## src/hdl/assert_macros.svh

```systemverilog
// Assertion macros for the RTL. They compile to nothing when SYNTHESIS is set.
`ifndef ASSERT_MACROS_SVH
`define ASSERT_MACROS_SVH

`ifndef SYNTHESIS

// The expression holds at every clock edge outside reset.
`define FBC_ASSERT_ALWAYS(lbl, expr) \
  lbl: assert property (@(posedge clk) disable iff (!rst_n) (expr)) \
    else $error("assertion failed: invariant");

// The antecedent in one cycle implies the consequent in the next.
`define FBC_ASSERT_NEXT(lbl, ante, cons) \
  lbl: assert property (@(posedge clk) disable iff (!rst_n) (ante) |=> (cons)) \
    else $error("assertion failed: next-cycle check");

`else

`define FBC_ASSERT_ALWAYS(lbl, expr)
`define FBC_ASSERT_NEXT(lbl, ante, cons)

`endif

`endif

```

## src/hdl/fbc_fifo.sv

```systemverilog
// Result queue, written by the end of the chain, read by the output channel.
module fbc_fifo #(
  parameter int DEPTH = 16
) (
  input  logic clk,
  input  logic rst_n,
  input  logic push,
  input  logic din,
  input  logic pop,
  output logic dout,
  output logic empty
);

  localparam int AW = $clog2(DEPTH);

  logic          mem_r [DEPTH];
  logic [AW-1:0] wr_ptr_r, wr_ptr_nxt;
  logic [AW-1:0] rd_ptr_r, rd_ptr_nxt;
  logic [AW:0]   cnt_r, cnt_nxt;

  // pointer and fill updates
  always_comb begin
    wr_ptr_nxt = push ? wr_ptr_r + AW'(1) : wr_ptr_r;
    rd_ptr_nxt = pop  ? rd_ptr_r + AW'(1) : rd_ptr_r;
    cnt_nxt    = cnt_r + (AW+1)'(push) - (AW+1)'(pop);
  end

  always_ff @(posedge clk) begin
    if (!rst_n) begin
      wr_ptr_r <= '0;
      rd_ptr_r <= '0;
      cnt_r    <= '0;
    end else begin
      wr_ptr_r <= wr_ptr_nxt;
      rd_ptr_r <= rd_ptr_nxt;
      cnt_r    <= cnt_nxt;
    end
  end

  // storage
  always_ff @(posedge clk) begin
    if (push) begin
      mem_r[wr_ptr_r] <= din;
    end
  end

  assign dout  = mem_r[rd_ptr_r];
  assign empty = (cnt_r == '0);

endmodule
```

## config.mk

```make
export PLATFORM = sky130hd
export DESIGN_NAME = fbc_fifo
export DESIGN_NICKNAME = d
export VERILOG_FILES = /design/src/hdl/assert_macros.svh /design/src/hdl/fbc_fifo.sv
export SDC_FILE = /design/constraint.sdc
export NUM_CORES = 1
export LEC_CHECK = 0
export ABC_AREA = 1
export BUFFER_PORTS_ARGS = -buffer_cell sky130_fd_sc_hd__buf_2
export CORE_UTILIZATION = 45
export CTS_CLUSTER_DIAMETER = 100
export CTS_CLUSTER_SIZE = 12
export DETAILED_ROUTE_END_ITERATION = 6
export GPL_TIMING_DRIVEN = 0
export PLACE_DENSITY = 0.67
export RECOVER_POWER = 100
export SETUP_SLACK_MARGIN = 0.2
export SLEW_MARGIN = 20
export SYNTH_ARGS = -nofsm -noshare
export SYNTH_HDL_FRONTEND = slang
export SYNTH_SLANG_ARGS = --single-unit
export TNS_END_PERCENT = 50
```

## constraint.sdc

```tcl
create_clock -name clk -period 1.9 [get_ports clk]
set_input_delay 0.38 -clock clk [delete_from_list [all_inputs] [get_ports clk]]
set_output_delay 0.38 -clock clk [all_outputs]
set_load 0.03 [all_outputs]
```

==> results.txt <==
----------------------------------------------------
[Logic synthesis]
  Sequential share of the synthesized area ... 51.86%
  Synthesized netlist net count ... 201
  Distinct cells, synth ... 19
  Post-synth top area cell ... sky130_fd_sc_hd__edfxtp_1
  Post-synth design cell area ... 1583 µm²
  Cell types with the largest area share after synthesis ... sky130_fd_sc_hd__edfxtp_1, sky130_fd_sc_hd__dfxtp_1, sky130_fd_sc_hd__nand2_1
  Yosys warnings ... 0
  Yosys top cell area share ... 30.36%
  Gate count of the mapped netlist ... 184
  Yosys reg bits ... 33
  Synthesized area per cell ... 8.602 µm²

[Setup path]
  Cell with the largest stage delay on the worst path ... sky130_fd_sc_hd__fa_2
  Maximum cell stage delay along the critical path ... 0.37 ns
  Buffering stage count on the worst path with inverters included ... 2
  Worst path cell trace ... inv_2, ha_4, inv_2, ha_4, fa_2, nand2_2, a21oi_1, nor2_1, nand2_1, nand2_1, nor2_1
  Largest delay contributor family on the critical path ... adder cells
  Sort of element at the end of the critical path ... flop
  Worst Path Max Fanout ... 2
  Path type of the worst setup path ... reg -> reg
  Worst endpoint data arrival time ... 1.99 ns
  Crit start category ... flop
  Critical path required time ... 2.14 ns

[Die]
  Core region area ... 3363 µm²
  Die height ... 61.31 µm
  Effective utilization at floorplan ... 47.06%
  DIE AREA ... 3758 µm²
  Number of top-level design ports ... 7
  Width of the chip ... 61.31 µm
  Placement Rows ... 21

[CTS]
  Clock Sinks ... 33
  Postcts setup bufs ... 0
  Number of H-tree levels ... 2
  Clock slew seen by the registers of the worst setup and hold paths ... 0.10 ns
  Maximum root-to-sink buffer count ... 2
  Root Driver ... sky130_fd_sc_hd__clkbuf_4
  CTS tree ... yes
  TritonCTS Buffers ... 5
  Clock latency at the later pin of the worst-skew pair ... 0.33 ns

[Run status]
  Result of the run ... finished, final reports clean

[Timing]
  RSZ-0062 raised after global routing ... true
  Worst relative slew slack ... 63.44%
  Tcrit/Tclk final ... 92.12%
  Clock skew ... 0.005396 ns
  Crit path setup slack, layout ... 0.1496 ns
  Worst Hold Slack ... 0.3467 ns
  Final critical delay including setup and external delays ... 1.750 ns
  Timing-limited maximum frequency ... 571.3 MHz
  Final Hold Vio Count ... 0
  Setup-violating endpoint count in the final report ... 0
  Max-slew violations ... 0
  Worst Tran Pin Value ... 0.5483 ns

[Global route]
  Global route total overflow ... 0
  Via count of the first global-routing pass ... 1031
  Number of antenna violations at the first check in global routing ... 0
  First-pass GRT wire length ... 4.409 mm
  Global routing usage summed across all routing layers ... 16.89%
  Largest net degree at the start of global routing ... 17

[Pwr]
  Fraction of power consumed by the clock network ... 22.9%
  Net switching share of the total power ... 32.61%
  Leakage power summed over all cells ... 0.7804 nW
  Combinational share of power ... 26.6%
  Net Sw Power ... 536.4 µW
  Worst-case vdd ir drop ... 0.0004929 V
  Design internal power ... 1.109 mW
  Power per cell area ... 937.1 nW/µm²
  Sequential cell fraction of total power ... 50.5%

[Layout]
  Sequential cell area ... 822.0 µm²
  Final #Nets ... 214
  Multi-input logic area ... 638.1 µm²
  Fillers ... 348
  Number of antenna cells inserted ... 0
  Post-layout instance count excluding filler cells ... 244
  Ratio of cells with drive above 1 in the final layout ... 13.13%
  Area growth from synthesis to layout ... 10.91%
  Final core occ ... 52.19%

[Placement]
  Routability Congestion ... 0.7573
  Port bufs ... 5
  Post-detailed-placement half-perimeter wirelength ... 1.980 mm
  # placed instances ... 235
  Dpl ws ... -0.1077 ns

[Min path]
  Min-Delay Path Class ... in -> reg

[Routing]
  Post-route ant nets ... 0
  Post-detailed-routing wire length ... 2.681 mm
  Total iterations of the first detailed-routing run ... 4
  DRC violations left ... 0
  Drt initial violations ... 50
  Routed length per placed instance ... 10.99 µm
  Routed vias/inst ... 4.684
  Routed vias ... 1143

[Flow run]
  MaxCap Viol Count ... 0

----------------------------------------------------
routing by layer:
| metal | vias up | track usage [%] | part of all wire (%) |
|---|---|---|---|
| li1 | 599 | - | - |
| met1 | 526 | 19.32 | 42 |
| met2 | 12 | 28.42 | 53 |
| met3 | 6 | 5.672 | 2.9 |
| met4 | 0 | 8.117 | 2.0 |
| met5 | - | 0 | 0 |
metrics by stage:
step	instance area [µm²]	total power, mW	TNS [ns]
5_1_grt	1755	1.762	0
2_1_floorplan	1585	1.162	0
6_report	1755	1.645	0
4_1_cts	1743	1.648	0
3_3_place_gp	1668	1.225	-0.02967
3_5_place_dp	1668	1.255	-0.1077
path summary, 6_finish.rpt:
kind	start	end	slack [ns]	cells after the start
setup reg to reg	cnt_r[0]	cnt_r[4]	0.15	11
hold reg to reg	wr_ptr_r[0]	wr_ptr_r[0]	0.56	2
hold / removal	rst_n	cnt_r[0]	0.35	3
setup / recovery	cnt_r[0]	cnt_r[4]	0.15	11
final cells by class:
cell class / count / share of cell area, %
timing repair buffer: 6 / 1.782
tap: 46 / 3.279
sequential: 33 / 46.83
inverter: 31 / 7.056
buffer: 3 / 1.568
clock buffer: 5 / 2.138
multi-input combinational: 117 / 36.35
clock inverter: 3 / 0.9979
cell usage in the layout, fill, tap and decap left out, types with 2 or more instances in the layout:
master                     count
sky130_fd_sc_hd__edfxtp_1     16
sky130_fd_sc_hd__inv_1        28
sky130_fd_sc_hd__nor2_1       34
sky130_fd_sc_hd__nand2_2       3
sky130_fd_sc_hd__clkbuf_4      5
sky130_fd_sc_hd__buf_2         4
sky130_fd_sc_hd__dfxtp_1      16
sky130_fd_sc_hd__ha_4          2
sky130_fd_sc_hd__xor2_1        3
sky130_fd_sc_hd__a21oi_1       5
sky130_fd_sc_hd__ha_1          9
sky130_fd_sc_hd__nand2_1      40
sky130_fd_sc_hd__nand3_1      15
sky130_fd_sc_hd__buf_6         2
sky130_fd_sc_hd__inv_2         2
sky130_fd_sc_hd__clkinv_2      2
repair_timing:
action,CTS,global route
hold buffers,0,0
setup endpoints to repair,2,3
pin swaps,2,4
resized for setup,6,7
cloned,1,0
power groups by stage:
stage | registers [mW] | logic, mW | clock network [mW]
final | 0.832 | 0.437 | 0.377
after global routing | 0.838 | 0.504 | 0.420
after floorplan | 0.840 | 0.322 | 0
after detailed placement | 0.847 | 0.408 | 0
after global placement | 0.845 | 0.380 | 0
after CTS | 0.831 | 0.424 | 0.393
worst min-delay path, delay by kind of cell:
family,cells,cell delay [ns]
and+or+nand+nor,1,0.07
buffers and inverters,2,0.20
synth_stat cells, drive strengths merged:
cell / instances
edfxtp: 16
nor3: 1
and3: 1
nand2: 43
xor2: 3
buf: 3
inv: 31
nand4: 1
nor2: 34
o21a: 1
o21ai: 1
a21oi: 5
ha: 11
nand3: 15
dfxtp: 17
fa: 1
kinds of logic after synthesis:
| family | after synthesis | share of synthesized area (%) |
|---|---|---|
| AO/OA/AOI/OAI | 7 | 2.371 |
| XOR/XNOR | 3 | 1.660 |
| adder cells (fa/ha/maj) | 12 | 9.960 |
| buffers and inverters | 34 | 9.407 |
| flip-flops | 33 | 51.86 |
| AND/OR/NAND/NOR | 95 | 24.74 |
Note: power is estimated with default switching activity, not from simulation.
